File: config.mk
export PLATFORM = sky130hd
export DESIGN_NAME = cxr_front
export DESIGN_NICKNAME = d
export VERILOG_FILES = /design/src/rtl/cie_xy_to_rgb_defines.svh /design/src/rtl/cxr_pkg.sv /design/src/rtl/cxr_front.sv
export SDC_FILE = /design/constraint.sdc
export NUM_CORES = 1
export LEC_CHECK = 0
export ABC_AREA = 1
export BUFFER_PORTS_ARGS = -buffer_cell sky130_fd_sc_hd__buf_2
export CORE_MARGIN = 2
export CORE_UTILIZATION = 35
export CTS_BUF_LIST = sky130_fd_sc_hd__clkbuf_4
export DETAILED_ROUTE_END_ITERATION = 7
export PLACE_DENSITY = 0.54
export SKIP_CTS_REPAIR_TIMING = 1
export SYNTH_ARGS = -nofsm -noshare
export SYNTH_HDL_FRONTEND = slang
export SYNTH_SLANG_ARGS = --single-unit
File: constraint.sdc
create_clock -name aclk -period 5.8 [get_ports aclk]
set_input_delay 0.29 -clock aclk [delete_from_list [all_inputs] [get_ports aclk]]
set_output_delay 0.29 -clock aclk [all_outputs]
set_load 0.1 [all_outputs]
File: src/rtl/cie_xy_to_rgb_defines.svh
// Assertion macros shared by the checking code of the converter.
`ifndef CIE_XY_TO_RGB_DEFINES_SVH
`define CIE_XY_TO_RGB_DEFINES_SVH

// A condition that must be followed by another one in the same cycle.
`define CXR_ASSERT_NOW(label, clk, rstn, cond, expr) \
    label: assert property (@(posedge clk) disable iff (!rstn) (cond) |-> (expr)) \
        else $error("cxr check failed");

// A condition that must be followed by another one in the next cycle.
`define CXR_ASSERT_NEXT(label, clk, rstn, cond, expr) \
    label: assert property (@(posedge clk) disable iff (!rstn) (cond) |=> (expr)) \
        else $error("cxr check failed");

`endif

File: src/rtl/cxr_pkg.sv
package cxr_pkg;

    // Drive level width and packed bus widths.
    localparam int LEVEL_BITS = 10;
    localparam int OUT_W      = ((3 * LEVEL_BITS + 7) / 8) * 8;
    localparam int DIV_STEPS  = 32;
    localparam int ACC_W      = 44;

    // Smallest y used as a divisor, 0.001 in chromaticity units.
    localparam logic [15:0] Y_MIN = 16'd66;

    // Matrix coefficients scaled by 4096.
    localparam int COEF_X [3] = '{13273, -3970, 228};
    localparam int COEF_Z [3] = '{-2042, 170, 4330};
    localparam logic signed [ACC_W-1:0] Y_TERM [3] = '{
        ACC_W'(-6296 * 65536), ACC_W'(7684 * 65536), ACC_W'(-836 * 65536)};

    // One classified chromaticity pair.
    typedef struct packed {
        logic [15:0] x;
        logic [15:0] ym;
        logic        zneg;
        logic [15:0] zmag;
    } item_t;

    // State of one restoring division: remainder and dividend/quotient word.
    typedef struct packed {
        logic [15:0] rem;
        logic [31:0] dq;
    } div_t;

    // One quotient bit of a restoring division.
    function automatic div_t div_step(div_t s, logic [15:0] dvs);
        logic [16:0] t;
        div_t        n;
        t = {s.rem, s.dq[31]};
        if (t >= {1'b0, dvs}) begin
            t    = t - {1'b0, dvs};
            n.dq = {s.dq[30:0], 1'b1};
        end else begin
            n.dq = {s.dq[30:0], 1'b0};
        end
        n.rem = t[15:0];
        return n;
    endfunction

    // Clamp a channel sum to 0..1.0 and scale it to the drive level.
    function automatic logic [LEVEL_BITS-1:0] to_level(logic signed [ACC_W-1:0] acc);
        logic [ACC_W-13:0]          sh;
        logic [16:0]                v;
        logic [LEVEL_BITS+16:0]     t;
        sh = acc[ACC_W-1:12];
        if (acc[ACC_W-1]) begin
            v = 17'd0;
        end else if (sh > (ACC_W-12)'(65536)) begin
            v = 17'd65536;
        end else begin
            v = sh[16:0];
        end
        t = {v, {LEVEL_BITS{1'b0}}} - (LEVEL_BITS+17)'(v);
        return t[LEVEL_BITS+15:16];
    endfunction

endpackage

File: src/rtl/cxr_front.sv
module cxr_front (
    input  logic           aclk,
    input  logic           aresetn,
    input  logic           s_tvalid,
    output logic           s_tready,
    input  logic [31:0]    s_tdata,   // chroma_x [15:0], chroma_y [31:16]
    output logic           out_valid,
    input  logic           out_ready,
    output cxr_pkg::item_t out_item
);

    logic           vld_reg;
    cxr_pkg::item_t item_reg;
    cxr_pkg::item_t item_next;
    logic [15:0]    ym;
    logic signed [17:0] zs;

    assign s_tready  = !vld_reg || out_ready;
    assign out_valid = vld_reg;
    assign out_item  = item_reg;

    // Clamp y and form the signed z term as sign and magnitude.
    always_comb begin
        ym = (s_tdata[31:16] < cxr_pkg::Y_MIN) ? cxr_pkg::Y_MIN : s_tdata[31:16];
        zs = 18'sd65535 - $signed({2'b00, s_tdata[15:0]}) - $signed({2'b00, ym});
        item_next.x    = s_tdata[15:0];
        item_next.ym   = ym;
        item_next.zneg = zs[17];
        item_next.zmag = zs[17] ? 16'(-zs) : zs[15:0];
    end

    // Holding register toward the queue.
    always_ff @(posedge aclk) begin
        if (!aresetn) begin
            vld_reg <= 1'b0;
        end else if (s_tready) begin
            vld_reg <= s_tvalid;
        end
        if (s_tready && s_tvalid) begin
            item_reg <= item_next;
        end
    end

endmodule

==> results.yml <==
clock_tree:
  tritoncts: "done"
  numCtsBuffers: 5
  ctsRootBufferMaster: "clkbuf_4"
  clk_latency_ns: 0.37
  cts.sinks: 50
  clkTransAtPathRegs_ns: 0.14
  cts_max_path_buffers: 2
  h-tree-depth: 2
timing:
  hold_slack_ns: 0.105
  rsz0062_at_grt: "false"
  tightest_slew_ns: 0.638
  fin_tns_setup_ns: 0
  setup_viol: 0
  min_period_ns: 3.17
  max_freq_ghz: 0.315
  slew_viol_final: 0
  slew_headroom_pct: 57.4
  fin_crit_sh_pct: 54.7
  hold_viol_final: 0
  finClkSkew_ns: 0.00664
synthesis:
  ys_warn_count: 0
  synth_cell_type_count: 31
  yosys-mux-area-fraction_pct: 0
  synth-xor-area-share_pct: 2.41
  synth_cells: 418
  synth_compound_area_share_pct: 3.18
  synth_commonest_cells: "nand2_1, inv_1, edfxtp_1"
  synth_area_leaders: "edfxtp_1, nand2_1, inv_1"
  ys_seq_elements: 50
  synth_area_sq_um: 3270
  synthFlopType: "edfxtp_1"
  synth_simple_gate_area_share_pct: 29.3
  synth_top_area_share_pct: 45.1
  synth_top_family_by_area: "simple AND/OR/NAND/NOR gates"
  synth_most_common_cell: "nand2_1"
  synth.avg_cell_area_sq_um: 7.81
  async_reset_ff_share_pct: 0
  synth_edf_count: 49
  synth_top_area_cell: "edfxtp_1"
  synth_fa_ha_area_share_pct: 7.13
  syn_nets: 472
  ys_seq_area_share_pct: 45.7
pwr:
  power_density_nw_per_um2: 284
  p_leak_nw: 2.06
  peakVddDrop_uv: 139
floorplan:
  core_area_sq_um: 9150
  rows: 35
  die_w_um: 101
  die_y_um: 101
  start_util_pct: 35.7
  pin_count: 87
  dieArea_sq_um: 10100
critical_path:
  crit_arrival_ns: 3.33
  cp.required_ns: 5.95
  reg2regPathDepth: 2
  critPathLaunchType: "input port"
  end_kind: "register"
  worstSetupPathType: "input port to register"
  crit_fanout: 7
detailed_routing:
  remaining_drc_errors: 0
  firstDrtPassIters: 5
  drtAntennaViolNets: 0
  viasPerCell: 4.51
  drt-initial-drc-count: 97
  wirelength_mm: 7.18
  wire_per_inst_um: 11.7
  top_layer: "met4"
  dr_total_vias: 2771
  wl_met2_mm: 3.32
  drt-met1-wl_mm: 3.50
  dr_wl_met3_um: 284
grt:
  grt_usage_pct: 14.6
  grt_pass1_wl_mm: 11.7
  antenna_found_initial: 0
  grt_pass1_vias: 2637
  grt-ovfl-total: 0
  grt_max_degree: 50
min_path:
  min_path_type: "input port to register"
  hold_depth: 1
finish:
  drive_gt1_share_pct: 23.1
  utilization_pct: 42.2
  diodes: 0
  nNetsFinal: 556
  syn_to_final_growth_pct: 18.3
placement:
  gp_congestion: 0.821
  port_buffers: 86
  dp_hpwl_mm: 5.66
job:
  cap_violations: 0
status:
  outcome: "finished clean"
==> worst paths after layout <==
check             slack, ns           end        start
hold / removal         0.10  out_item[48]  s_tdata[15]
setup reg to reg       4.40  out_item[24]    out_valid
hold reg to reg        0.55     out_valid    out_valid
setup / recovery       2.63  out_item[10]  s_tdata[28]
==> cell families after synthesis <==
group / count (synthesis)
simple gates: 219
buf+inv: 105
flops: 50
fa+ha+maj: 18
compound gates: 17
xor+xnor: 9
==> registers in the layout, summed over array words and instances (netlist names) <==
signal     flops
out_item      49
out_valid      1
==> per-layer routing <==
layer	up-vias	global-route usage [%]
met4	0	4.21
met2	54	24.3
met3	7	2.84
met5	-	0
li1	1465	-
met1	1245	19.2
==> report_power, final <==
group          total (mW)  switching [mW]  internal, mW
sequential          0.449         0.00787         0.441
clock               0.160           0.109        0.0505
combinational       0.491           0.392        0.0985
total                1.10           0.509         0.590
==> metrics by stage <==
stage / instance area (sq um) / power (mW) / setup WS (ns) / instances
6_report: 3860 / 1.10 / 2.63 / 614
5_1_grt: 3860 / 1.16 / 2.28 / 614
3_5_place_dp: 3810 / 0.947 / 2.19 / 606
3_3_place_gp: 3810 / 0.946 / 2.27 / 606
2_1_floorplan: 3270 / 0.865 / 2.11 / 418
4_1_cts: 3860 / 1.11 / 2.60 / 614
==> critical path, stage by stage <==
cell,delay (ns)
buf_2,0.12
nor4_1,0.25
nand4_1,0.17
nor2_1,0.38
nor2_1,0.14
ha_1,0.24
fa_1,0.55
ha_1,0.17
a21boi_0,0.24
nand3_1,0.13
nor2_1,0.12
nand2_1,0.09
o21ai_2,0.23
nand3b_1,0.10
nand2_1,0.07
inv_1,0.03
==> layout make-up <==
| type | count | area [sq um] |
|---|---|---|
| clock buffer | 6 | 45.0 |
| tap | 111 | 139 |
| clock inverter | 2 | 8.76 |
| fill | 938 | 5290 |
| timing repair buffer | 87 | 438 |
| sequential | 50 | 1490 |
| inverter | 95 | 357 |
| multi-input combinational | 263 | 1380 |
==> cells in the final DEF, fill, tap and decap left out, types with 4 or more instances in the layout <==
master,count
edfxtp_1,49
xor2_1,6
ha_1,17
a21oi_1,7
nand3b_1,4
nand3_1,32
nand2_2,7
nand4_1,6
inv_2,5
buf_2,86
clkbuf_4,6
nand2_1,126
nor2_1,32
inv_1,90
Power figures use the tool's default switching activity.
