[src/rtl/cie_xy_to_rgb_defines.svh]
// Assertion macros shared by the checking code of the converter.
`ifndef CIE_XY_TO_RGB_DEFINES_SVH
`define CIE_XY_TO_RGB_DEFINES_SVH

// A condition that must be followed by another one in the same cycle.
`define CXR_ASSERT_NOW(label, clk, rstn, cond, expr) \
    label: assert property (@(posedge clk) disable iff (!rstn) (cond) |-> (expr)) \
        else $error("cxr check failed");

// A condition that must be followed by another one in the next cycle.
`define CXR_ASSERT_NEXT(label, clk, rstn, cond, expr) \
    label: assert property (@(posedge clk) disable iff (!rstn) (cond) |=> (expr)) \
        else $error("cxr check failed");

`endif

[src/rtl/cxr_pkg.sv]
package cxr_pkg;

    // Drive level width and packed bus widths.
    localparam int LEVEL_BITS = 10;
    localparam int OUT_W      = ((3 * LEVEL_BITS + 7) / 8) * 8;
    localparam int DIV_STEPS  = 32;
    localparam int ACC_W      = 44;

    // Smallest y used as a divisor, 0.001 in chromaticity units.
    localparam logic [15:0] Y_MIN = 16'd66;

    // Matrix coefficients scaled by 4096.
    localparam int COEF_X [3] = '{13273, -3970, 228};
    localparam int COEF_Z [3] = '{-2042, 170, 4330};
    localparam logic signed [ACC_W-1:0] Y_TERM [3] = '{
        ACC_W'(-6296 * 65536), ACC_W'(7684 * 65536), ACC_W'(-836 * 65536)};

    // One classified chromaticity pair.
    typedef struct packed {
        logic [15:0] x;
        logic [15:0] ym;
        logic        zneg;
        logic [15:0] zmag;
    } item_t;

    // State of one restoring division: remainder and dividend/quotient word.
    typedef struct packed {
        logic [15:0] rem;
        logic [31:0] dq;
    } div_t;

    // One quotient bit of a restoring division.
    function automatic div_t div_step(div_t s, logic [15:0] dvs);
        logic [16:0] t;
        div_t        n;
        t = {s.rem, s.dq[31]};
        if (t >= {1'b0, dvs}) begin
            t    = t - {1'b0, dvs};
            n.dq = {s.dq[30:0], 1'b1};
        end else begin
            n.dq = {s.dq[30:0], 1'b0};
        end
        n.rem = t[15:0];
        return n;
    endfunction

    // Clamp a channel sum to 0..1.0 and scale it to the drive level.
    function automatic logic [LEVEL_BITS-1:0] to_level(logic signed [ACC_W-1:0] acc);
        logic [ACC_W-13:0]          sh;
        logic [16:0]                v;
        logic [LEVEL_BITS+16:0]     t;
        sh = acc[ACC_W-1:12];
        if (acc[ACC_W-1]) begin
            v = 17'd0;
        end else if (sh > (ACC_W-12)'(65536)) begin
            v = 17'd65536;
        end else begin
            v = sh[16:0];
        end
        t = {v, {LEVEL_BITS{1'b0}}} - (LEVEL_BITS+17)'(v);
        return t[LEVEL_BITS+15:16];
    endfunction

endpackage

[src/rtl/cxr_queue.sv]
module cxr_queue (
    input  logic           aclk,
    input  logic           aresetn,
    input  logic           in_valid,
    output logic           in_ready,
    input  cxr_pkg::item_t in_item,
    output logic           out_valid,
    input  logic           out_ready,
    output cxr_pkg::item_t out_item
);

    cxr_pkg::item_t mem [2];
    logic           wr_ptr_reg;
    logic           rd_ptr_reg;
    logic [1:0]     count_reg;
    logic           push;
    logic           pop;

    assign in_ready  = (count_reg != 2'd2);
    assign out_valid = (count_reg != 2'd0);
    assign out_item  = mem[rd_ptr_reg];
    assign push      = in_valid && in_ready;
    assign pop       = out_valid && out_ready;

    // Two-entry storage.
    always_ff @(posedge aclk) begin
        if (push) begin
            mem[wr_ptr_reg] <= in_item;
        end
    end

    // Pointers and fill count.
    always_ff @(posedge aclk) begin
        if (!aresetn) begin
            wr_ptr_reg <= 1'b0;
            rd_ptr_reg <= 1'b0;
            count_reg  <= 2'd0;
        end else begin
            if (push) begin
                wr_ptr_reg <= !wr_ptr_reg;
            end
            if (pop) begin
                rd_ptr_reg <= !rd_ptr_reg;
            end
            count_reg <= count_reg + 2'(push) - 2'(pop);
        end
    end

endmodule

[config.mk]
export PLATFORM = sky130hd
export DESIGN_NAME = cxr_queue
export DESIGN_NICKNAME = d
export VERILOG_FILES = /design/src/rtl/cie_xy_to_rgb_defines.svh /design/src/rtl/cxr_pkg.sv /design/src/rtl/cxr_queue.sv
export SDC_FILE = /design/constraint.sdc
export NUM_CORES = 1
export LEC_CHECK = 0
export BUFFER_PORTS_ARGS = -buffer_cell sky130_fd_sc_hd__buf_2
export CAP_MARGIN = 20
export CORE_MARGIN = 2
export CORE_UTILIZATION = 55
export DETAILED_ROUTE_END_ITERATION = 7
export HOLD_SLACK_MARGIN = 0.06
export MAX_ROUTING_LAYER = met4
export PLACE_DENSITY = 0.92
export SYNTH_ARGS = -nofsm -noshare
export SYNTH_HDL_FRONTEND = slang
export SYNTH_SLANG_ARGS = --single-unit
[constraint.sdc]
create_clock -name aclk -period 3.4 [get_ports aclk]
set_clock_uncertainty 0.1 [all_clocks]
set_input_delay 0.34 -clock aclk [delete_from_list [all_inputs] [get_ports aclk]]
set_output_delay 0.34 -clock aclk [all_outputs]
set_load 0.02 [all_outputs]
==> flow_summary.ini, run 1 <==
[run_status]
outcome = finished clean

[floorplanning]
die_y_um = 87.0
die_area_um2 = 7570
row_count = 30
ioPinCount = 104
die_w_um = 87.0
start_util = 0.564
coreArea_um2 = 6720

[route]
routedWlPerCell_um = 16.4
viasPerCell = 5.12
drt-initial-drc-count = 132
dr.pass1.iters = 4
wl_um = 6660
drcViolationCount = 0
postRouteAntennaNets = 0
vias = 2083

[synth]
yosysTopAreaCell = edfxtp_1
synthTopCellsByArea = edfxtp_1, mux2_2, dfxtp_1
synth_top_area_share = 0.777
yosysWarnings = 0
synth_nets = 236
syn_area_um2 = 3790
synth.avg_cell_area_um2 = 20.8
netlist_instances = 182
synthDistinctLibCells = 25
ys_seq_area_frac = 0.803
synth-seq-cells = 103

[clock_network]
cts_buffer_depth = 2
htreeDepth = 3
cts.root.buffer_cell = clkbuf_8
clock-sinks = 103
clk_latency_ns = 0.34
clk_pin_slew_ns = 0.10
cts_buffers = 9
tritoncts = yes
post_cts_buffers = 0
cts_resized = 0

[timing]
worst_pin_slew_ns = 0.484
fin_crit_ns = 2.45
hold_ws_ns = 0.0762
slew-limit-headroom = 0.678
fin_tns_setup_ns = 0
max_freq_mhz = 407
hold_viol_final = 0
setup_viol = 0
drv_slew = 0
fin_crit_sh = 0.722
rsz0062_at_grt = no

[setup_path]
rrSetupSlack_ns = 1.58
cp_max_fo = 29
crit_end = out_item[5]
crit_path_start_kind = register
r2r_end = mem[1][10]
crit_type = register to primary output
cp.required_ns = 2.96
reg2regPathDepth = 3
cp.arrival_ns = 2.01
endpoint_kind = primary output
r2r-start = count_reg[0]

[global_routing]
grt_antenna_before_repair = 0
grt_usage = 0.175
grt_pass1_wl_um = 9440
grt_start_max_net_pins = 50
grt_overflow = 0
grt_pass1_vias = 2072

[power_and_ir_drop]
power.total_mw = 3.19
ir_worst_vdd_v = 0.000338
p_per_area_nw_per_um2 = 649
leakagePower_nw = 1.86

[finish]
final_cell_mix = buf_2, edfxtp_1, mux2_2
syn2layout_area_growth_pct = 29.8
mostFrequentLayoutCell = buf_2
instances_no_fill = 407
fin_util = 0.732
final_nets = 376
largest_reg_flops = 98
antenna_cells = 0
drive_gt1_frac = 0.529

[job]
maxCapViolCount = 0

[placement]
dp_cells = 363
placement.io_buffers = 103
place_congestion = 0.702
hpwl_um = 4120

[min_path]
min_path_type = input pin to register
-- per-stage QoR --
| stage | instance area [um^2] | setup WS, ns |
|---|---|---|
| 2_1_floorplan | 3790 | 0.951 |
| 3_3_place_gp | 4400 | 1.33 |
| 3_5_place_dp | 4400 | 1.30 |
| 4_1_cts | 4830 | 0.897 |
| 5_1_grt | 4920 | 0.823 |
| 6_report | 4920 | 0.946 |
-- synthesized netlist by cell type --
cell type / number
a21bo_2: 1
a21oi_1: 1
and2_1: 1
and3_1: 2
buf_2: 3
buf_4: 2
dfxtp_1: 5
edfxtp_1: 98
ha_1: 1
inv_1: 2
mux2_1: 6
mux2_2: 43
nand2b_1: 1
nand3_1: 1
nand3b_1: 1
nor2_1: 4
nor2b_1: 1
nor3_2: 1
nor4_1: 1
nor4bb_1: 1
o21ai_0: 2
o21ba_2: 1
o31a_1: 1
or2_2: 1
xor2_1: 1
-- cells by family after synthesis --
kind of cell	count (synthesis)	synth area share
buf+inv	7	0.00991
fa+ha+maj	1	0.00330
compound gates	6	0.0116
xor+xnor	1	0.00231
flops	103	0.803
mux	49	0.146
simple gates	15	0.0241
-- area by class of cell --
class                   instances  area [um^2]
flip-flops and latches        103         3040
fillers                       437         1800
repair buffers                134          828
multi-input cells              72          709
clock buffers                   9          124
clock inverters                 7          103
well taps                      80          100
inverters                       2         7.51
-- where the power goes --
group | internal, mW | switching [mW] | leakage [nW] | total (mW)
logic | 0.331 | 0.430 | 0.796 | 0.761
registers | 1.54 | 0.0610 | 0.958 | 1.60
clock network | 0.422 | 0.409 | 0.104 | 0.831
-- layer usage --
layer,track usage,wire (um),vias up
met5,-,0,-
met2,0.302,3540,77
met1,0.198,2650,996
met4,0.0739,80,0
met3,0.0341,383,9
li1,-,-,1001
-- critical path: stages, from the launching register on --
cell	delay (ns)
dfxtp_2	0.65
buf_4	0.45
mux2_2	0.40
buf_2	0.17
-- what timing repair did --
action,4_1_cts,5_1_grt
endpoints found under the hold margin,36,13
hold buffers,20,7
setup endpoints to repair,0,0
-- how the worst min path moves through the flow --
stage                  to         from  depth (start not counted)  slack, ns
2_1_floorplan   mem[0][0]   in_item[0]                          0       0.34
3_3_place_gp   rd_ptr_reg   rd_ptr_reg                          2       0.39
3_5_place_dp   rd_ptr_reg   rd_ptr_reg                          2       0.41
4_1_cts        mem[0][44]  in_item[44]                          1       0.06
5_1_grt        mem[1][23]  in_item[23]                          1       0.06
6_report       mem[1][45]  in_item[45]                          1       0.08
(Power assumes the default switching activity.)
==> run 2, diff against run 1 <==
--- a/config.mk
+++ b/config.mk
@@ -8,11 +8,11 @@
 export BUFFER_PORTS_ARGS = -buffer_cell sky130_fd_sc_hd__buf_2
 export CAP_MARGIN = 20
 export CORE_MARGIN = 2
-export CORE_UTILIZATION = 55
+export CORE_UTILIZATION = 46
 export DETAILED_ROUTE_END_ITERATION = 7
 export HOLD_SLACK_MARGIN = 0.06
 export MAX_ROUTING_LAYER = met4
-export PLACE_DENSITY = 0.92
+export PLACE_DENSITY = 0.83
 export SYNTH_ARGS = -nofsm -noshare
 export SYNTH_HDL_FRONTEND = slang
 export SYNTH_SLANG_ARGS = --single-unit
==> constraint.sdc (replaced) <==
create_clock -name aclk -period 2 [get_ports aclk]
set_clock_uncertainty 0.1 [all_clocks]
set_input_delay 0.2 -clock aclk [delete_from_list [all_inputs] [get_ports aclk]]
set_output_delay 0.2 -clock aclk [all_outputs]
set_load 0.02 [all_outputs]
==> run 2 against run 1 <==
Effect of this change: routed wire length increased by 8.9%; count of clock-buffer cells in the layout grew 3; flip-flop and latch count is the same; combinational power increased by 88%; non-clock buffer count is 25 higher; critical path type unchanged; core utilization is 9.3 points lower; sequential share of layout area shrank 3.0 points; cell count grew 12%; setup slack got worse by 0.76 ns; hold slack improved by 0.089 ns; first-iteration DRC count decreased by 58%.
==> flow_summary.ini, run 2 (synthesized netlist as in run 1, its figures left out) <==
[timing]
fin_tns_setup_ns = 0
fin_crit_sh = 0.905
drv_slew = 0
rsz0062_at_grt = no
fin_crit_ns = 1.81
hold_viol_final = 0
max_freq_mhz = 552
setup_viol = 0
fin_ws_ns = 0.189
slew-limit-headroom = 0.763
worst_pin_slew_ns = 0.350

[placement]
placement.io_buffers = 103
hpwl_um = 4090
dp_cells = 391
post_dp_cell_area_um2 = 4500
pre_cts_ws_ns = 0.269
place_congestion = 0.694

[global_routing]
grt_start_max_net_pins = 38
grt_pass1_wl_um = 11000
grt_pass1_vias = 2351
grt_usage = 0.173
grt_antenna_before_repair = 0
grt_overflow = 0

[setup_path]
crit_path_start_kind = register
crit_chain = buf_12 > mux2_2 > buf_2
endpoint_kind = primary output
r2r-start = count_reg[1]
cpPeakStageDelay_ns = 0.39
r2r_end = count_reg[1]
cp_max_fo = 37
rrSetupSlack_ns = 0.23
cp.required_ns = 1.70
critPathSlowestCell = mux2_2
cp.arrival_ns = 1.51
crit_type = register to primary output
reg2regPathDepth = 6

[clock_network]
tritoncts = yes
htreeDepth = 3
clk_pin_slew_ns = 0.09
clock-sinks = 103
cts.root.buffer_cell = clkbuf_8
cts_buffer_depth = 2
cts_resized = 0
clk_latency_ns = 0.35
cts_buffers = 9

[power_and_ir_drop]
leakagePower_nw = 1.94
ir_worst_vdd_v = 0.000579
p_per_area_nw_per_um2 = 1010

[finish]
multi_input_area_um2 = 712
syn2layout_area_growth_pct = 36.3
drive_gt1_frac = 0.491
largest_reg_flops = 98
instances_no_fill = 457
fin_area_um2 = 5160
mostFrequentLayoutCell = buf_2
antenna_cells = 0
n_fill_cell = 611
seqCellArea_um2 = 3040
final_cell_mix = buf_2, edfxtp_1, dlygate4sd3_1
final_nets = 401

[route]
routedWlPerCell_um = 15.9
drt-initial-drc-count = 55
vias = 2194
dr.pass1.iters = 4
postRouteAntennaNets = 0
wl_um = 7250
drcViolationCount = 0
viasPerCell = 4.80

[floorplanning]
die_area_um2 = 8980
start_util = 0.468
die_w_um = 94.8
row_count = 33
ioPinCount = 104
coreArea_um2 = 8090
die_y_um = 94.8

[min_path]
hold_end = wr_ptr_reg
min_path_type = input pin to register
whs_path_depth = 3
min_from = in_valid

[run_status]
outcome = finished clean

[job]
maxCapViolCount = 0
## run 2: cell count changes in the layout (fill, tap and decap cells not counted), sizes merged
cell,change
clkinv,+2
bufinv,-2
dlygate4sd3,+23
clkbuf,+3
buf,+2
inv,-3
## run 2: per-stage QoR
stage / total power, mW / utilization / hold slack [ns]
2_1_floorplan: 3.63 / - / 0.199
3_3_place_gp: 4.06 / 0.556 / 0.288
3_5_place_dp: 4.09 / 0.556 / 0.291
4_1_cts: 5.28 / 0.638 / 0.133
5_1_grt: 5.49 / 0.638 / 0.168
6_report: 5.23 / 0.638 / 0.165
## run 2: layout make-up
| class | count | area share |
|---|---|---|
| Clock inverter | 4 | 0.00630 |
| Inverter | 2 | 0.00218 |
| Tap cell | 105 | 0.0254 |
| Multi-Input combinational cell | 72 | 0.138 |
| Timing Repair Buffer | 159 | 0.213 |
| Clock buffer | 12 | 0.0262 |
| Sequential cell | 103 | 0.589 |
## run 2: how the worst max path moves through the flow
| stage | from | end | depth (start not counted) | slack [ns] |
|---|---|---|---|---|
| finish | register | out_item[34] | 3 | 0.19 |
| floorplan | count_reg[0] | mem[0][0] | 3 | 0.04 |
| CTS | register | out_item[34] | 3 | 0.19 |
| global placement | count_reg[1] | count_reg[1] | 6 | 0.40 |
| global route | register | out_item[34] | 3 | 0.13 |
| detailed placement | count_reg[1] | count_reg[1] | 6 | 0.27 |
## run 2: critical path: cells and delay by family, from the launching register on
kind	cells	cell delay [ns]
buffers and inverters	2	0.40
flip-flops	1	0.36
multiplexers	1	0.39
## run 2: what timing repair did
item                      CTS  global route
hold buffers               50             0
hold endpoints to repair  100             0
buffers inserted            0             0
## run 2: routing by layer
layer,up-vias,part of all wire,GRT usage,routed length [um]
met3,9,0.043,0.0415,311
li1,1038,-,-,-
met2,75,0.58,0.327,4210
met1,1072,0.36,0.172,2640
met5,-,0,-,0
met4,0,0.012,0.0580,88
## run 2: power breakdown
part | switching (mW) | leakage (nW) | total [mW] | internal, mW
logic | 0.805 | 0.904 | 1.43 | 0.629
clock network | 0.657 | 0.0768 | 1.12 | 0.459
registers | 0.0692 | 0.958 | 2.68 | 2.61
total | 1.53 | 1.94 | 5.23 | 3.70
==> run 3, diff against run 2 <==
--- a/config.mk
+++ b/config.mk
@@ -7,12 +7,14 @@
 export LEC_CHECK = 0
 export BUFFER_PORTS_ARGS = -buffer_cell sky130_fd_sc_hd__buf_2
 export CAP_MARGIN = 20
+export CELL_PAD_IN_SITES_DETAIL_PLACEMENT = 0
+export CELL_PAD_IN_SITES_GLOBAL_PLACEMENT = 1
 export CORE_MARGIN = 2
-export CORE_UTILIZATION = 46
+export CORE_UTILIZATION = 39
 export DETAILED_ROUTE_END_ITERATION = 7
 export HOLD_SLACK_MARGIN = 0.06
 export MAX_ROUTING_LAYER = met4
-export PLACE_DENSITY = 0.83
+export PLACE_DENSITY = 0.84
 export SYNTH_ARGS = -nofsm -noshare
 export SYNTH_HDL_FRONTEND = slang
 export SYNTH_SLANG_ARGS = --single-unit
==> run 3 against run 2 <==
Effect of this change: setup slack worse by 0.080 ns; via count down 0.64%; sequential share of layout area down 0.70 points; non-clock buffer count unchanged; final area up 1.3%; critical path depth up 3; maximum frequency down 4.2%; global-route usage down 3.4 points; routed wire length down 4.9%; critical path type is now register to register; flip-flop and latch count unchanged.
==> flow_summary.ini, run 3 (synthesized netlist as in run 1, its figures left out) <==
[placement]
hpwl_um = 4300
place_congestion = 0.667
placement.io_buffers = 103

[run_status]
outcome = finished clean

[finish]
drive_gt1_frac = 0.491
final_cell_mix = buf_2, edfxtp_1, dlygate4sd3_1
antenna_cells = 0
largest_reg_flops = 98
final_nets = 401
mostFrequentLayoutCell = buf_2
fin_util = 0.561
syn2layout_area_growth_pct = 38.1

[setup_path]
cp.arrival_ns = 2.02
crit_type = register to register
crit_path_start_kind = register
cp_max_fo = 7
cp.required_ns = 2.13
endpoint_kind = register

[clock_network]
clock-sinks = 103
clk_pin_slew_ns = 0.09
htreeDepth = 3
cts.root.buffer_cell = clkbuf_8
post_cts_buffers = 0
cts_buffers = 9
cts_buffer_depth = 2
tritoncts = yes
clk_latency_ns = 0.35

[timing]
fin_crit_sh = 0.945
max_freq_mhz = 529
slew-limit-headroom = 0.696
hold_viol_final = 0
drv_slew = 0
worst_pin_slew_ns = 0.450
fin_crit_ns = 1.89
fin_tns_setup_ns = 0
rsz0062_at_grt = no
setup_viol = 0

[global_routing]
grt_antenna_before_repair = 0
grt_pass1_vias = 2294
grt_usage = 0.138
grt_pass1_wl_um = 10600
grt_start_max_net_pins = 38
grt_overflow = 0

[floorplanning]
die_area_um2 = 10500
row_count = 35
start_util = 0.406
coreArea_um2 = 9330
die_w_um = 103
die_y_um = 103
ioPinCount = 104

[power_and_ir_drop]
power.total_mw = 5.35
ir_worst_vdd_v = 0.000494
p_per_area_nw_per_um2 = 1020
leakagePower_nw = 1.95

[route]
routedWlPerCell_um = 14.3
dr.pass1.iters = 4
wl_um = 6890
viasPerCell = 4.53
drt-initial-drc-count = 69
vias = 2180
drcViolationCount = 0
postRouteAntennaNets = 0

[job]
maxCapViolCount = 0

[min_path]
min_path_type = input pin to register
-- run 3: what timing repair did --
action                                 4_1_cts  5_1_grt
hold buffers                                50        0
gates resized for setup                      0        1
endpoints found under the hold margin      102        0
setup endpoints to repair                    0       26
-- run 3: critical path, cell delays in order (launching register included) --
cell and delay (ns):
dfxtp_1 0.44, nor2b_1 0.27, o21ba_2 0.18, nor2_1 0.05
ha_1 0.21, nor4_1 0.44, nor3_2 0.09
-- run 3: metal layers --
metal	vias to the layer above	track usage	share of wire
li1	1043	-	-
met1	1050	0.149	0.41
met2	76	0.242	0.52
met3	11	0.0427	0.056
met4	0	0.0462	0.015
met5	-	-	0
-- run 3: path summary, 6_finish.rpt --
path | slack, ns | end | cells after the start | start
setup / recovery | 0.11 | count_reg[1] | 6 | count_reg[1]
setup reg to reg | 0.11 | count_reg[1] | 6 | count_reg[1]
hold reg to reg | 0.42 | register | 2 | rd_ptr_reg
hold / removal | 0.15 | wr_ptr_reg | 3 | in_valid
-- run 3: final cells by class --
| type | count | area (um^2) |
|---|---|---|
| Fill cell | 770 | 4100 |
| Sequential cell | 103 | 3050 |
| Timing Repair Buffer | 159 | 1110 |
| Multi-Input combinational cell | 72 | 712 |
| Tap cell | 129 | 161 |
| Clock buffer | 10 | 128 |
| Clock inverter | 6 | 61.3 |
| Inverter | 2 | 11.3 |
-- run 3: where the power goes --
part           switching (mW)  internal [mW]  total [mW]
Sequential             0.0864           2.62        2.70
Clock                   0.663          0.573        1.24
Combinational           0.772          0.642        1.41
-- run 3: stage by stage --
stage,instance area (um^2),instances,setup WS (ns),hold slack [ns]
floorplan,3800,182,0.0423,0.199
global placement,4540,415,0.370,0.287
detailed placement,4540,415,0.125,0.291
CTS,5230,481,0.0196,0.114
global route,5230,481,0.0375,0.153
finish,5230,481,0.109,0.152
